File: src/fpas_pkg.sv
// Shared types and constants for the binary32 add/subtract pipeline.
package fpas_pkg;

    localparam int unsigned PIPE_STAGES = 4;
    localparam logic [31:0] QNAN_BITS = 32'h7FC0_0000;
    localparam logic [7:0] EXP_MAX = 8'hFF;

    // Aligned operands, handed from the align stage to the add stage.
    typedef struct packed {
        logic        special;
        logic [31:0] special_bits;
        logic        sign;
        logic        subtract;
        logic [7:0]  exp;
        logic [26:0] mant_a;
        logic [26:0] mant_b;
    } align_t;

    // Raw sum, handed from the add stage to the normalize stage.
    typedef struct packed {
        logic        special;
        logic [31:0] special_bits;
        logic        sign;
        logic        zero;
        logic [8:0]  exp;
        logic [27:0] sum;
    } sum_t;

    // Normalized value, handed to the rounding stage.
    typedef struct packed {
        logic        special;
        logic [31:0] special_bits;
        logic        sign;
        logic [8:0]  exp;
        logic [26:0] mant;
    } norm_t;

endpackage

File: src/float32_add_subtract.sv
// IEEE 754 binary32 adder/subtracter with round-to-nearest-even, pipelined.
//
// Input channel: s_valid/s_ready with s_operation (0 adds, 1 computes a - b),
// s_operand_a and s_operand_b as raw binary32 patterns. Result channel:
// m_valid/m_ready with m_result_bits. Every accepted transaction gives one
// result, in order. NaN results are the canonical quiet NaN 0x7FC00000.
//
// The datapath has four register stages: unpack and align, add, normalize,
// and round and pack. The accepting edge loads the first stage, and the
// result passes the add, normalize and round registers on to m_valid; a new
// transaction can enter every cycle while m_ready does not stall the flow.
// The normalize stage sets the clock: a leading-zero count and a shift
// over 27 bits.
//
// A synchronous active-low reset on aresetn empties the pipeline. When the
// receiver holds m_ready low, the stages fill up behind the result and
// s_ready drops only once every stage holds a transaction; nothing is lost
// or repeated, and the flow resumes at full rate when m_ready returns.
module float32_add_subtract (
    input  logic        aclk,
    input  logic        aresetn,
    input  logic        s_valid,
    output logic        s_ready,
    input  logic        s_operation,
    input  logic [31:0] s_operand_a,
    input  logic [31:0] s_operand_b,
    output logic        m_valid,
    input  logic        m_ready,
    output logic [31:0] m_result_bits
);
    import fpas_pkg::*;

    logic   v1_reg, v2_reg, v3_reg, v4_reg;
    logic   en1, en2, en3, en4;
    align_t s1_reg, s1_next;
    sum_t   s2_reg, s2_next;
    norm_t  s3_reg, s3_next;
    logic [31:0] s4_reg, s4_next;

    // Each stage advances when it is empty or the stage after it moves.
    assign en4     = !v4_reg || m_ready;
    assign en3     = !v3_reg || en4;
    assign en2     = !v2_reg || en3;
    assign en1     = !v1_reg || en2;
    assign s_ready = en1;
    assign m_valid = v4_reg;
    assign m_result_bits = s4_reg;

    // Stage 1: special cases, operand order and alignment.
    always_comb begin
        logic [31:0] a, b, t;
        logic [7:0]  ea, eb, d;
        logic [26:0] ma, mb, sh;
        logic        a_nan, b_nan, a_inf, b_inf, stk;
        a = s_operand_a;
        b = s_operand_b ^ {s_operation, 31'd0};
        t = '0;
        stk = 1'b0;
        a_nan = (a[30:23] == EXP_MAX) && (a[22:0] != 23'd0);
        b_nan = (b[30:23] == EXP_MAX) && (b[22:0] != 23'd0);
        a_inf = (a[30:23] == EXP_MAX) && (a[22:0] == 23'd0);
        b_inf = (b[30:23] == EXP_MAX) && (b[22:0] == 23'd0);
        s1_next = '0;
        if (a_nan || b_nan || (a_inf && b_inf && (a[31] != b[31]))) begin
            s1_next.special = 1'b1;
            s1_next.special_bits = QNAN_BITS;
        end else if (a_inf) begin
            s1_next.special = 1'b1;
            s1_next.special_bits = a;
        end else if (b_inf) begin
            s1_next.special = 1'b1;
            s1_next.special_bits = b;
        end
        if (b[30:0] > a[30:0]) begin
            t = a;
            a = b;
            b = t;
        end
        ea = (a[30:23] == 8'd0) ? 8'd1 : a[30:23];
        eb = (b[30:23] == 8'd0) ? 8'd1 : b[30:23];
        ma = {(a[30:23] != 8'd0), a[22:0], 3'b000};
        mb = {(b[30:23] != 8'd0), b[22:0], 3'b000};
        d  = ea - eb;
        if (d > 8'd26) begin
            sh = {26'd0, (mb != 27'd0)};
        end else begin
            sh  = mb >> d[4:0];
            stk = ((mb & ~(27'h7FF_FFFF << d[4:0])) != 27'd0);
            sh[0] = sh[0] | stk;
        end
        s1_next.sign     = a[31];
        s1_next.subtract = a[31] ^ b[31];
        s1_next.exp      = ea;
        s1_next.mant_a   = ma;
        s1_next.mant_b   = sh;
    end

    // Stage 2: the wide add or subtract.
    always_comb begin
        s2_next.special      = s1_reg.special;
        s2_next.special_bits = s1_reg.special_bits;
        s2_next.sign         = s1_reg.sign;
        s2_next.exp          = {1'b0, s1_reg.exp};
        if (s1_reg.subtract) begin
            s2_next.sum = {1'b0, s1_reg.mant_a} - {1'b0, s1_reg.mant_b};
        end else begin
            s2_next.sum = {1'b0, s1_reg.mant_a} + {1'b0, s1_reg.mant_b};
        end
        s2_next.zero = s1_reg.subtract && (s1_reg.mant_a == s1_reg.mant_b);
    end

    // Stage 3: normalize. A carry shifts right once; cancellation shifts left
    // by the leading-zero count, but never below the smallest exponent.
    always_comb begin
        logic [4:0]  lz, sh;
        logic [26:0] m;
        lz = 5'd27;
        sh = 5'd0;
        m  = '0;
        for (int i = 0; i < 27; i++) begin
            if (s2_reg.sum[i]) begin
                lz = 5'(26 - i);
            end
        end
        // An infinity or NaN outranks an exact cancellation.
        s3_next.special      = s2_reg.special;
        s3_next.special_bits = s2_reg.special ? s2_reg.special_bits : 32'd0;
        if (s2_reg.zero) begin
            s3_next.special = 1'b1;
        end
        s3_next.sign = s2_reg.sign;
        if (s2_reg.sum[27]) begin
            s3_next.mant = s2_reg.sum[27:1] | {26'd0, s2_reg.sum[0]};
            s3_next.exp  = s2_reg.exp + 9'd1;
        end else begin
            if ({4'd0, lz} < s2_reg.exp) begin
                sh = lz;
            end else begin
                sh = 5'(s2_reg.exp - 9'd1);
            end
            m = s2_reg.sum[26:0] << sh;
            s3_next.mant = m;
            s3_next.exp  = s2_reg.exp - {4'd0, sh};
        end
    end

    // Stage 4: round to nearest even and pack.
    always_comb begin
        logic [24:0] r;
        logic [8:0]  e;
        logic [2:0]  low;
        low = s3_reg.mant[2:0];
        r   = {1'b0, s3_reg.mant[26:3]};
        if (low > 3'd4 || (low == 3'd4 && r[0])) begin
            r = r + 25'd1;
        end
        e = s3_reg.exp;
        if (r[24]) begin
            r = r >> 1;
            e = e + 9'd1;
        end
        if (s3_reg.special) begin
            s4_next = s3_reg.special_bits;
        end else if (e >= 9'd255) begin
            s4_next = {s3_reg.sign, EXP_MAX, 23'd0};
        end else if (!r[23]) begin
            s4_next = {s3_reg.sign, 8'd0, r[22:0]};
        end else begin
            s4_next = {s3_reg.sign, e[7:0], r[22:0]};
        end
    end

    always_ff @(posedge aclk) begin
        if (!aresetn) begin
            v1_reg <= 1'b0;
            v2_reg <= 1'b0;
            v3_reg <= 1'b0;
            v4_reg <= 1'b0;
        end else begin
            if (en1) v1_reg <= s_valid;
            if (en2) v2_reg <= v1_reg;
            if (en3) v3_reg <= v2_reg;
            if (en4) v4_reg <= v3_reg;
        end
        if (en1) s1_reg <= s1_next;
        if (en2) s2_reg <= s2_next;
        if (en3) s3_reg <= s3_next;
        if (en4) s4_reg <= s4_next;
    end

endmodule
File: config.mk
export PLATFORM = sky130hd
export DESIGN_NAME = float32_add_subtract
export DESIGN_NICKNAME = d
export VERILOG_FILES = /design/src/fpas_pkg.sv /design/src/float32_add_subtract.sv
export SDC_FILE = /design/constraint.sdc
export NUM_CORES = 1
export LEC_CHECK = 0
export BUFFER_PORTS_ARGS = -buffer_cell sky130_fd_sc_hd__buf_2
export CORE_ASPECT_RATIO = 1.4
export CORE_MARGIN = 2
export CORE_UTILIZATION = 44
export CTS_CLUSTER_SIZE = 12
export DETAILED_ROUTE_END_ITERATION = 12
export GPL_TIMING_DRIVEN = 0
export PLACE_DENSITY_LB_ADDON = 0.2
export RECOVER_POWER = 50
export SYNTH_ARGS = -nofsm -noshare
export SYNTH_HDL_FRONTEND = slang
export SYNTH_SLANG_ARGS = --single-unit
export TNS_END_PERCENT = 50
File: constraint.sdc
create_clock -name aclk -period 14.33 [get_ports aclk]
set_input_delay 1.433 -clock aclk [delete_from_list [all_inputs] [get_ports aclk]]
set_output_delay 1.433 -clock aclk [all_outputs]
set_load 0.05 [all_outputs]
==> run_results.csv, run 1 <==
group,metric,value,unit
sta,min_period_over_period,0.6820,
route,drc,0,
clock_network,post_cts_buffers,0,
clock_network,root_buffer,"clkbuf_16",
floorplanning,fp.dieH,245.9,um
place,io_buffers,102,
sta,hold_viol_final,0,
clock_network,tritoncts,"yes",
run,maxCapViolCount,3,
route,totalWireLength,60.17,mm
sta,fmax,102.3,MHz
sta,fin_skew,0.01934,ns
route,routed_via_density,5.865,
global_route,antenna_found_initial,0,
sta,worst_pin_slew,3.849,ns
synth,synth_edf_count,267,
synth,syn_area,18400,um^2
outcome,status,"finished, violations left",
finish,fillers,3915,
place,place.gp.congestion,1.034,
clock_network,clk_latency,0.57,ns
sta,finalSetupViolations,0,
synth,synth_async_sr_flop_share,0,
finish,drive_gt1_frac,0.1202,
power,switchingPower,1.696,mW
route,wire_per_inst,23.79,um
setup_path,crit_arrival,10.04,ns
setup_path,worst_setup_path_start_kind,"primary input",
floorplanning,ioPinCount,103,
synth,ys.flop_type,"edfxtp_1",
sta,timing.slew.headroom,-1.566,
route,ant_nets,0,
global_route,grt_pass1_vias,15040,
clock_network,cts-buffers-inserted,28,
setup_path,setup.worst_path.end_class,"register",
global_route,grt_overflow,0,
power,finalPower,3.878,mW
sta,fin_setup_tns,0,ns
finish,nets,2155,
outcome,violations,"capacitance limit, slew limit",
finish,most-common-layout-cells,"edfxtp_1, nand2_1, nor2_1",
route,vias,14830,
route,drt_pass1_iterations,5,
synth,synth-seq-cells,271,
route,drt_iter0_markers,975,
route,met3RoutedLength,2.115,mm
finish,syn2layout_area_growth,11.51,%
power,seqPwrFrac,0.327,
clock_network,hold_buffers,0,
global_route,grt_pass1_wl,89.81,mm
synth,ys_seq_area_frac,0.4402,
power,internal_power,2.183,mW
floorplanning,rows,88,
power,pwr-share-comb,0.503,
floorplanning,core_area,41290,um^2
route,wirelength_met1,19.69,mm
sta,slew_viol_final,143,
synth,synth_area_per_cell,10.10,um^2
route,wl_met2,32.24,mm
clock_network,post_cts_resize_count,0,
setup_path,timing.setup.critical_path_class,"primary input to register",
clock_network,clockBufferDepth,3,
sta,period_needed,9.774,ns
clock_network,clk_pin_slew_worst_paths,0.06,ns
finish,area.sequential,8098,um^2
floorplanning,die_w,176.8,um
synth,synthDistinctLibCells,88,
power,leakagePower,8.194,nW
finish,largest_reg_flops,94,
floorplanning,dieArea,43480,um^2
synth,yosys_warnings,0,
finish,multiInputGateArea,9500,um^2
finish,num_antenna_cells,0,
global_route,grt_max_degree,72,
sta,rsz0062_at_grt,"false",
synth,syn_inst,1821,
route,highest_layer,"met4",
clock_network,htree_levels,1,
power,swShare,0.4372,
setup_path,worstPathRequired,14.60,ns
place,hpwlAfterDp,48.32,mm
finish,final_common_cell,"edfxtp_1",
power,pwr_density_cell,189.1,nW/um^2
setup_path,cp_max_fo,10,
power,ir_worst_vdd,0.09148,mV
min_path,hp-class,"register to register",
global_route,grtUsageTotal,0.2777,
sta,fin_hold_ws,0.4141,ns
clock_network,cts_num_sinks,271,
power,pwr-share-clk,0.170,
floorplanning,start_util,0.4455,
[path summary, 6_finish.rpt]
path,end,slack (ns),from,cells past startpoint
setup / recovery,s1_reg[24],4.56,s_operand_a[22],23
hold / removal,s3_reg[36],0.41,s2_reg[38],0
setup reg to reg,s3_reg[35],7.72,s2_reg[13],24
hold reg to reg,s3_reg[36],0.41,s2_reg[38],0
[cell type report]
cell class                 count  area share
buffer                        92     0.02068
clock buffer                  31     0.03470
clock inverter                 9    0.004635
inverter                     122     0.02244
multi-input combinational   1357      0.4631
sequential                   271      0.3947
tap                          540     0.03293
timing repair buffer         107     0.02677
[Yosys cell counts (8+ instances only)]
cell type,count,share of area
edfxtp_1,267,0.44
nand2_1,178,0.036
nor2_1,139,0.028
o21ai_0,126,0.034
inv_1,120,0.024
a21oi_1,118,0.032
ha_1,104,0.071
mux2i_1,93,0.051
clkbuf_1,61,0.012
xnor2_1,51,0.024
nand3_1,36,0.0098
and2_1,34,0.012
nor3_1,32,0.0087
mux2_2,27,0.017
mux4_2,26,0.032
nand4_1,24,0.0082
xor2_1,22,0.010
and3_1,21,0.0071
nor4_1,21,0.0071
a211oi_1,19,0.0078
a22o_1,19,0.0090
nor2b_1,18,0.0061
o21a_1,18,0.0073
a31oi_1,14,0.0048
or2_2,14,0.0048
a21o_1,12,0.0049
buf_2,12,0.0033
o31ai_1,12,0.0049
buf_1,10,0.0020
nand2b_1,10,0.0034
o21bai_1,10,0.0041
a221oi_1,9,0.0043
or3_1,9,0.0031
o221ai_1,8,0.0038
[through the flow]
stage / setup slack [ns] / cell area [um^2] / std cells / util
global placement: 3.858 / 19660 / 2484 / 0.4762
floorplan: 7.189 / 18480 / 1842 / -
global route: 4.463 / 20510 / 2529 / 0.4968
detailed placement: 3.760 / 19740 / 2487 / 0.4781
finish: 4.556 / 20510 / 2529 / 0.4968
CTS: 4.356 / 20550 / 2527 / 0.4976
[per-layer routing]
layer,vias to the layer above,GRT usage
met5,-,0
met4,0,0.2360
met3,241,0.02257
met2,556,0.5360
met1,6995,0.2591
li1,7040,-
[kinds of logic (layout without fill, tap and decap cells)]
group / count (synthesis) / in the layout / synth area share
buffers and inverters: 214 / 361 / 0.04802
multiplexers: 148 / 148 / 0.1006
flip-flops: 271 / 271 / 0.4402
other: 1 / 22 / 0.0002038
adder cells (fa/ha/maj): 107 / 107 / 0.07400
XOR/XNOR: 73 / 73 / 0.03475
AND/OR/NAND/NOR: 562 / 562 / 0.1463
AO/OA/AOI/OAI: 445 / 445 / 0.1560
[worst max-delay path, stage by stage]
cell and delay, ns:
buf_2 0.23, inv_1 0.10, ha_1 0.33, nand4_1 0.13, and4bb_2 0.44, o21a_1 0.15, o31ai_1 0.08, a311oi_2 0.98
clkbuf_1 0.80, o21ai_0 0.44, nor4_1 0.34, and4_1 0.24, nor2b_1 0.08, ha_1 0.22, inv_1 0.07, fa_1 0.24
a21o_1 0.14, a21oi_1 0.13, xnor2_1 0.87, nor2_1 0.12, a2111oi_0 1.25, nand2_1 0.56, nor3_1 0.66
[power groups by stage]
stage | clock network [mW] | logic [mW] | registers [mW]
global placement | 0 | 1.90 | 1.27
finish | 0.660 | 1.95 | 1.27
CTS | 0.676 | 1.91 | 1.26
global route | 0.705 | 2.09 | 1.29
floorplan | 0 | 1.21 | 1.36
detailed placement | 0 | 1.91 | 1.28
Power figures use the tool's default switching activity.
==> inputs of run 2 (changes only) <==
==> constraint.sdc (replaced) <==
create_clock -name aclk -period 8 [get_ports aclk]
set_input_delay 0.8 -clock aclk [delete_from_list [all_inputs] [get_ports aclk]]
set_output_delay 0.8 -clock aclk [all_outputs]
set_load 0.05 [all_outputs]
==> run_results.csv, run 2 (synthesized netlist as in run 1, its figures left out) <==
group,metric,value,unit
clock_network,root_buffer,"clkbuf_16",
setup_path,cp_max_fo,10,
global_route,grt_pass1_wl,89.92,mm
floorplanning,start_util,0.4455,
clock_network,tritoncts,"yes",
floorplanning,fp.dieH,245.9,um
setup_path,crit_arrival,8.06,ns
setup_path,slowest_stage,"a222oi_1",
clock_network,clockBufferDepth,3,
global_route,grtUsageTotal,0.2782,
setup_path,timing.setup.critical_path_class,"primary input to register",
finish,instances_no_fill,2529,
setup_path,crit_family,"compound AO/OA/AOI/OAI gates",
sta,worst_pin_slew,3.838,ns
run,maxCapViolCount,2,
sta,fmax,128.5,MHz
route,wire_per_inst,23.86,um
place,io_buffers,102,
clock_network,htree_levels,1,
floorplanning,die_w,176.8,um
place,placed_cells,2487,
floorplanning,rows,88,
setup_path,setup.worst_path.end_class,"register",
setup_path,worst_setup_path_start_kind,"primary input",
power,pwr_density_cell,338.6,nW/um^2
finish,drive_gt1_frac,0.1192,
clock_network,cts_num_sinks,271,
route,vias,14840,
power,leakagePower,8.186,nW
sta,slew_viol_final,143,
power,finalPower,6.967,mW
sta,hold_viol_final,0,
route,totalWireLength,60.35,mm
outcome,status,"finished, violations left",
outcome,violations,"capacitance limit, slew limit",
sta,min_period_over_period,0.9725,
finish,fillers,3909,
finish,design_area,20570,um^2
route,routed_via_density,5.866,
sta,finalSetupViolations,0,
sta,fin_skew,0.01727,ns
place,place.gp.congestion,1.034,
floorplanning,core_area,41290,um^2
floorplanning,ioPinCount,103,
clock_network,clk_pin_slew_worst_paths,0.06,ns
finish,largest_reg_flops,94,
clock_network,clk_latency,0.57,ns
min_path,hp-class,"register to register",
place,place_area,19740,um^2
sta,period_needed,7.780,ns
route,drt_iter0_markers,898,
finish,final_common_cell,"edfxtp_1",
global_route,grt_max_degree,72,
clock_network,hold_buffers,0,
setup_path,worstPathRequired,8.28,ns
setup_path,cpPeakStageDelay,0.64,ns
global_route,antenna_found_initial,0,
power,ir_worst_vdd,0.1632,mV
finish,nets,2155,
finish,syn2layout_area_growth,11.83,%
route,drc,0,
finish,most-common-layout-cells,"edfxtp_1, nand2_1, nor2_1",
place,hpwlAfterDp,48.32,mm
floorplanning,dieArea,43480,um^2
sta,rsz0062_at_grt,"false",
setup_path,critical_path_buf_inv_count,6,
finish,num_antenna_cells,0,
route,ant_nets,0,
route,drt_pass1_iterations,6,
sta,timing.slew.headroom,-1.559,
global_route,grt_pass1_vias,15050,
global_route,grt_overflow,0,
clock_network,cts-buffers-inserted,28,
-- run 2: power breakdown --
group,total [mW],leakage (nW),internal [mW],switching (mW)
sequential,2.27,3.02,2.00,0.273
combinational,3.51,4.78,1.25,2.26
clock,1.18,0.392,0.664,0.518
total,6.97,8.19,3.91,3.05
-- run 2: layout make-up --
cell class	count	area (um^2)	area share
well taps	540	675.6	0.03284
inverters	122	460.4	0.02238
flip-flops and latches	271	8098	0.3936
plain buffers	92	426.7	0.02074
repair buffers	107	536.8	0.02609
clock inverters	9	95.09	0.004622
multi-input cells	1357	9569	0.4651
clock buffers	31	711.9	0.03460
-- run 2: final timing paths --
kind                   startpoint    endpoint  depth (start not counted)  slack [ns]
setup / recovery  s_operand_a[22]   s1_reg[0]                         26        0.22
hold / removal         s2_reg[38]  s3_reg[36]                          0        0.41
setup reg to reg       s2_reg[13]  s3_reg[35]                         24        1.35
hold reg to reg        s2_reg[38]  s3_reg[36]                          0        0.41
-- run 2: per-stage QoR --
stage          TNS [ns]  utilization  setup WS (ns)  hold WS, ns
2_1_floorplan         0            -          1.492       0.4003
3_3_place_gp     -38.18       0.4762         -1.839       0.4008
3_5_place_dp     -40.44       0.4781         -1.937       0.4045
4_1_cts               0       0.4995         0.2805       0.4146
5_1_grt               0       0.4983        0.04958       0.4233
6_report              0       0.4983         0.2197       0.4144
-- run 2: repair_timing --
action | CTS | global route
endpoints found under the setup margin | 27 | 2
gates resized for setup | 10 | 9
buffers inserted | 1 | 0
pin swaps | 1 | 0
-- run 2: routing by layer --
metal	vias to the layer above	share of wire	GRT usage
met4	0	0.10	0.2353
met2	567	0.54	0.5369
met3	246	0.034	0.02226
met1	6973	0.33	0.2603
met5	-	0	0
li1	7049	-	-
==> inputs of run 3 (changes only) <==
--- a/config.mk
+++ b/config.mk
@@ -5,6 +5,7 @@
 export SDC_FILE = /design/constraint.sdc
 export NUM_CORES = 1
 export LEC_CHECK = 0
+export ABC_AREA = 1
 export BUFFER_PORTS_ARGS = -buffer_cell sky130_fd_sc_hd__buf_2
 export CORE_ASPECT_RATIO = 1.4
 export CORE_MARGIN = 2
==> constraint.sdc (replaced) <==
create_clock -name aclk -period 8 [get_ports aclk]
set_input_delay 0.4 -clock aclk [delete_from_list [all_inputs] [get_ports aclk]]
set_output_delay 0.4 -clock aclk [all_outputs]
set_load 0.05 [all_outputs]
==> run_results.csv, run 3 <==
group,metric,value,unit
finish,design_area,20070,um^2
setup_path,cp_max_fo,19,
synth,synthDistinctLibCells,55,
global_route,grt_max_degree,74,
outcome,status,"complete, no violations",
finish,drive_gt1_frac,0.06308,
clock_network,cts_num_sinks,271,
run,maxCapViolCount,0,
sta,min_period_over_period,0.9080,
min_path,hp-class,"primary input to register",
clock_network,htree_levels,1,
global_route,antenna_found_initial,0,
place,place.gp.congestion,0.9911,
place,place_area,19330,um^2
sta,worst_pin_slew,1.136,ns
power,seqPwrFrac,0.356,
clock_network,clk_pin_slew_worst_paths,0.06,ns
power,internal_power,3.429,mW
power,switchingPower,2.797,mW
synth,synth_async_sr_flop_share,0,
synth,synth.most_common_cell,"nand2_1",
global_route,grtUsageTotal,0.2726,
synth,synth-seq-cells,271,
sta,setup_slack,0.7359,ns
floorplanning,start_util,0.4466,
synth,syn_inst,2209,
floorplanning,dieArea,42650,um^2
route,routed_via_density,5.457,
setup_path,setup.worst_path.end_class,"register",
synth,ys_seq_area_frac,0.4490,
power,swShare,0.4493,
sta,fin_skew,0.01451,ns
sta,rsz0062_at_grt,"false",
setup_path,worst_setup_path_start_kind,"primary input",
finish,final_common_cell,"nand2_1",
route,drt_pass1_iterations,5,
route,drc,0,
synth,synth_edf_count,267,
sta,period_needed,7.264,ns
floorplanning,ioPinCount,103,
finish,most-common-layout-cells,"nand2_1, inv_1, edfxtp_1",
synth,synth-compound-area-share,0.1220,
clock_network,tritoncts,"yes",
synth,netlist_top_cells_area,"edfxtp_1, nand2_1, ha_1",
global_route,grt_pass1_wl,88.44,mm
finish,syn2layout_area_growth,11.30,%
floorplanning,die_w,175.1,um
setup_path,timing.setup.critical_path_class,"primary input to register",
synth,synth.area.mux_share,0.003885,
clock_network,cts-buffers-inserted,27,
synth,synth_top_area_frac,0.4446,
place,hpwlAfterDp,47.76,mm
place,io_buffers,102,
global_route,grt_pass1_vias,15740,
finish,num_antenna_cells,0,
finish,largest_reg_flops,94,
setup_path,worstPathRequired,8.31,ns
sta,fin_hold_ws,0.08177,ns
setup_path,cpMostUsedCell,"nor2_1",
sta,fmax,137.7,MHz
global_route,grt_overflow,0,
floorplanning,fp.dieH,243.6,um
power,ir_worst_vdd,0.1620,mV
synth,yosys.area.top_type,"edfxtp_1",
synth,synth_area_per_cell,8.164,um^2
route,wire_per_inst,20.12,um
route,ant_nets,0,
sta,timing.slew.headroom,0.2347,
power,pwr-share-clk,0.186,
synth,yosys_warnings,0,
floorplanning,rows,87,
power,pwr_density_cell,310.2,nW/um^2
power,finalPower,6.226,mW
clock_network,clk_latency,0.56,ns
sta,hold_viol_final,0,
setup_path,cpPeakStageDelay,0.75,ns
route,totalWireLength,58.58,mm
synth,synthTopCellsByCount,"nand2_1, inv_1, edfxtp_1",
route,vias,15890,
finish,instances_no_fill,2912,
sta,finalSetupViolations,0,
synth,syn_area,18030,um^2
clock_network,clockBufferDepth,3,
synth,synth_top_family_by_area,"simple AND/OR/NAND/NOR gates",
synth,ys.flop_type,"edfxtp_1",
floorplanning,core_area,40390,um^2
setup_path,slowest_stage,"a21oi_1",
synth,synth-simple-area-share,0.2296,
place,placed_cells,2867,
synth,synthAdderAreaFrac,0.07548,
power,pwr-share-comb,0.458,
sta,slew_viol_final,0,
route,drt_iter0_markers,1153,
synth,synth_xor_area_frac,0.03254,
place,post-place-ws,-0.2178,ns
power,leakagePower,9.419,nW
finish,nets,2538,
clock_network,root_buffer,"clkbuf_16",
setup_path,crit_arrival,7.58,ns
## run 3: logic make-up after synthesis
group                      count (synthesis)
adders and majority gates                107
AOI/OAI and AO/OA                        391
xor gates and xnor gates                  67
muxes                                      7
other                                      1
and+or+nand+nor                          958
buffers and inverters                    407
DFF                                      271
## run 3: power groups by stage
stage | Combinational, mW | Clock (mW) | Sequential [mW]
after CTS | 2.84 | 1.18 | 2.21
after floorplan | 1.69 | 0 | 2.41
after detailed placement | 2.83 | 0 | 2.24
after global placement | 2.83 | 0 | 2.23
after global routing | 3.13 | 1.24 | 2.24
final | 2.85 | 1.16 | 2.22
## run 3: per-layer routing
layer  vias up  track usage  wire, um
met2       573       0.5093     30200
li1       7773            -         -
met3       203      0.02310      2480
met5         -            0         0
met4         0       0.2088      5359
met1      7341       0.2776     20540
## run 3: path summary, 6_finish.rpt
path	startpoint	end	slack, ns	cells past startpoint
hold reg to reg	s1_reg[55]	s2_reg[29]	0.42	0
setup / recovery	s_operand_a[30]	s1_reg[17]	0.74	30
hold / removal	aresetn	v2_reg	0.08	2
setup reg to reg	s2_reg[0]	s3_reg[34]	2.51	49
## run 3: layout make-up
class	instances	area, um^2
clock inverter	6	68.82
fill	3996	20310
inverter	332	1251
sequential	271	8098
clock buffer	39	720.7
buffer	74	325.3
timing repair buffer	104	499.2
tap	534	668.1
multi-input combinational	1552	8442
## run 3: worst max-delay path: cells and delay by family
kind / cells / cell delay (ns)
compound gates: 6 / 2.22
simple gates: 11 / 1.89
buf+inv: 10 / 2.08
fa+ha+maj: 3 / 0.94
## run 3: per-stage QoR
stage / util / TNS, ns
final: 0.4970 / 0
after global routing: 0.4970 / 0
after CTS: 0.4983 / 0
after detailed placement: 0.4787 / -0.7283
after global placement: 0.4777 / -0.8261
after floorplan: - / 0
## run 3: repair_timing
item / 4_1_cts / 5_1_grt
setup buffers: 0 / 0
gates resized for setup: 0 / 2
endpoints found under the setup margin: 0 / 21
hold buffers: 0 / 0
endpoints found under the hold margin: 0 / 0
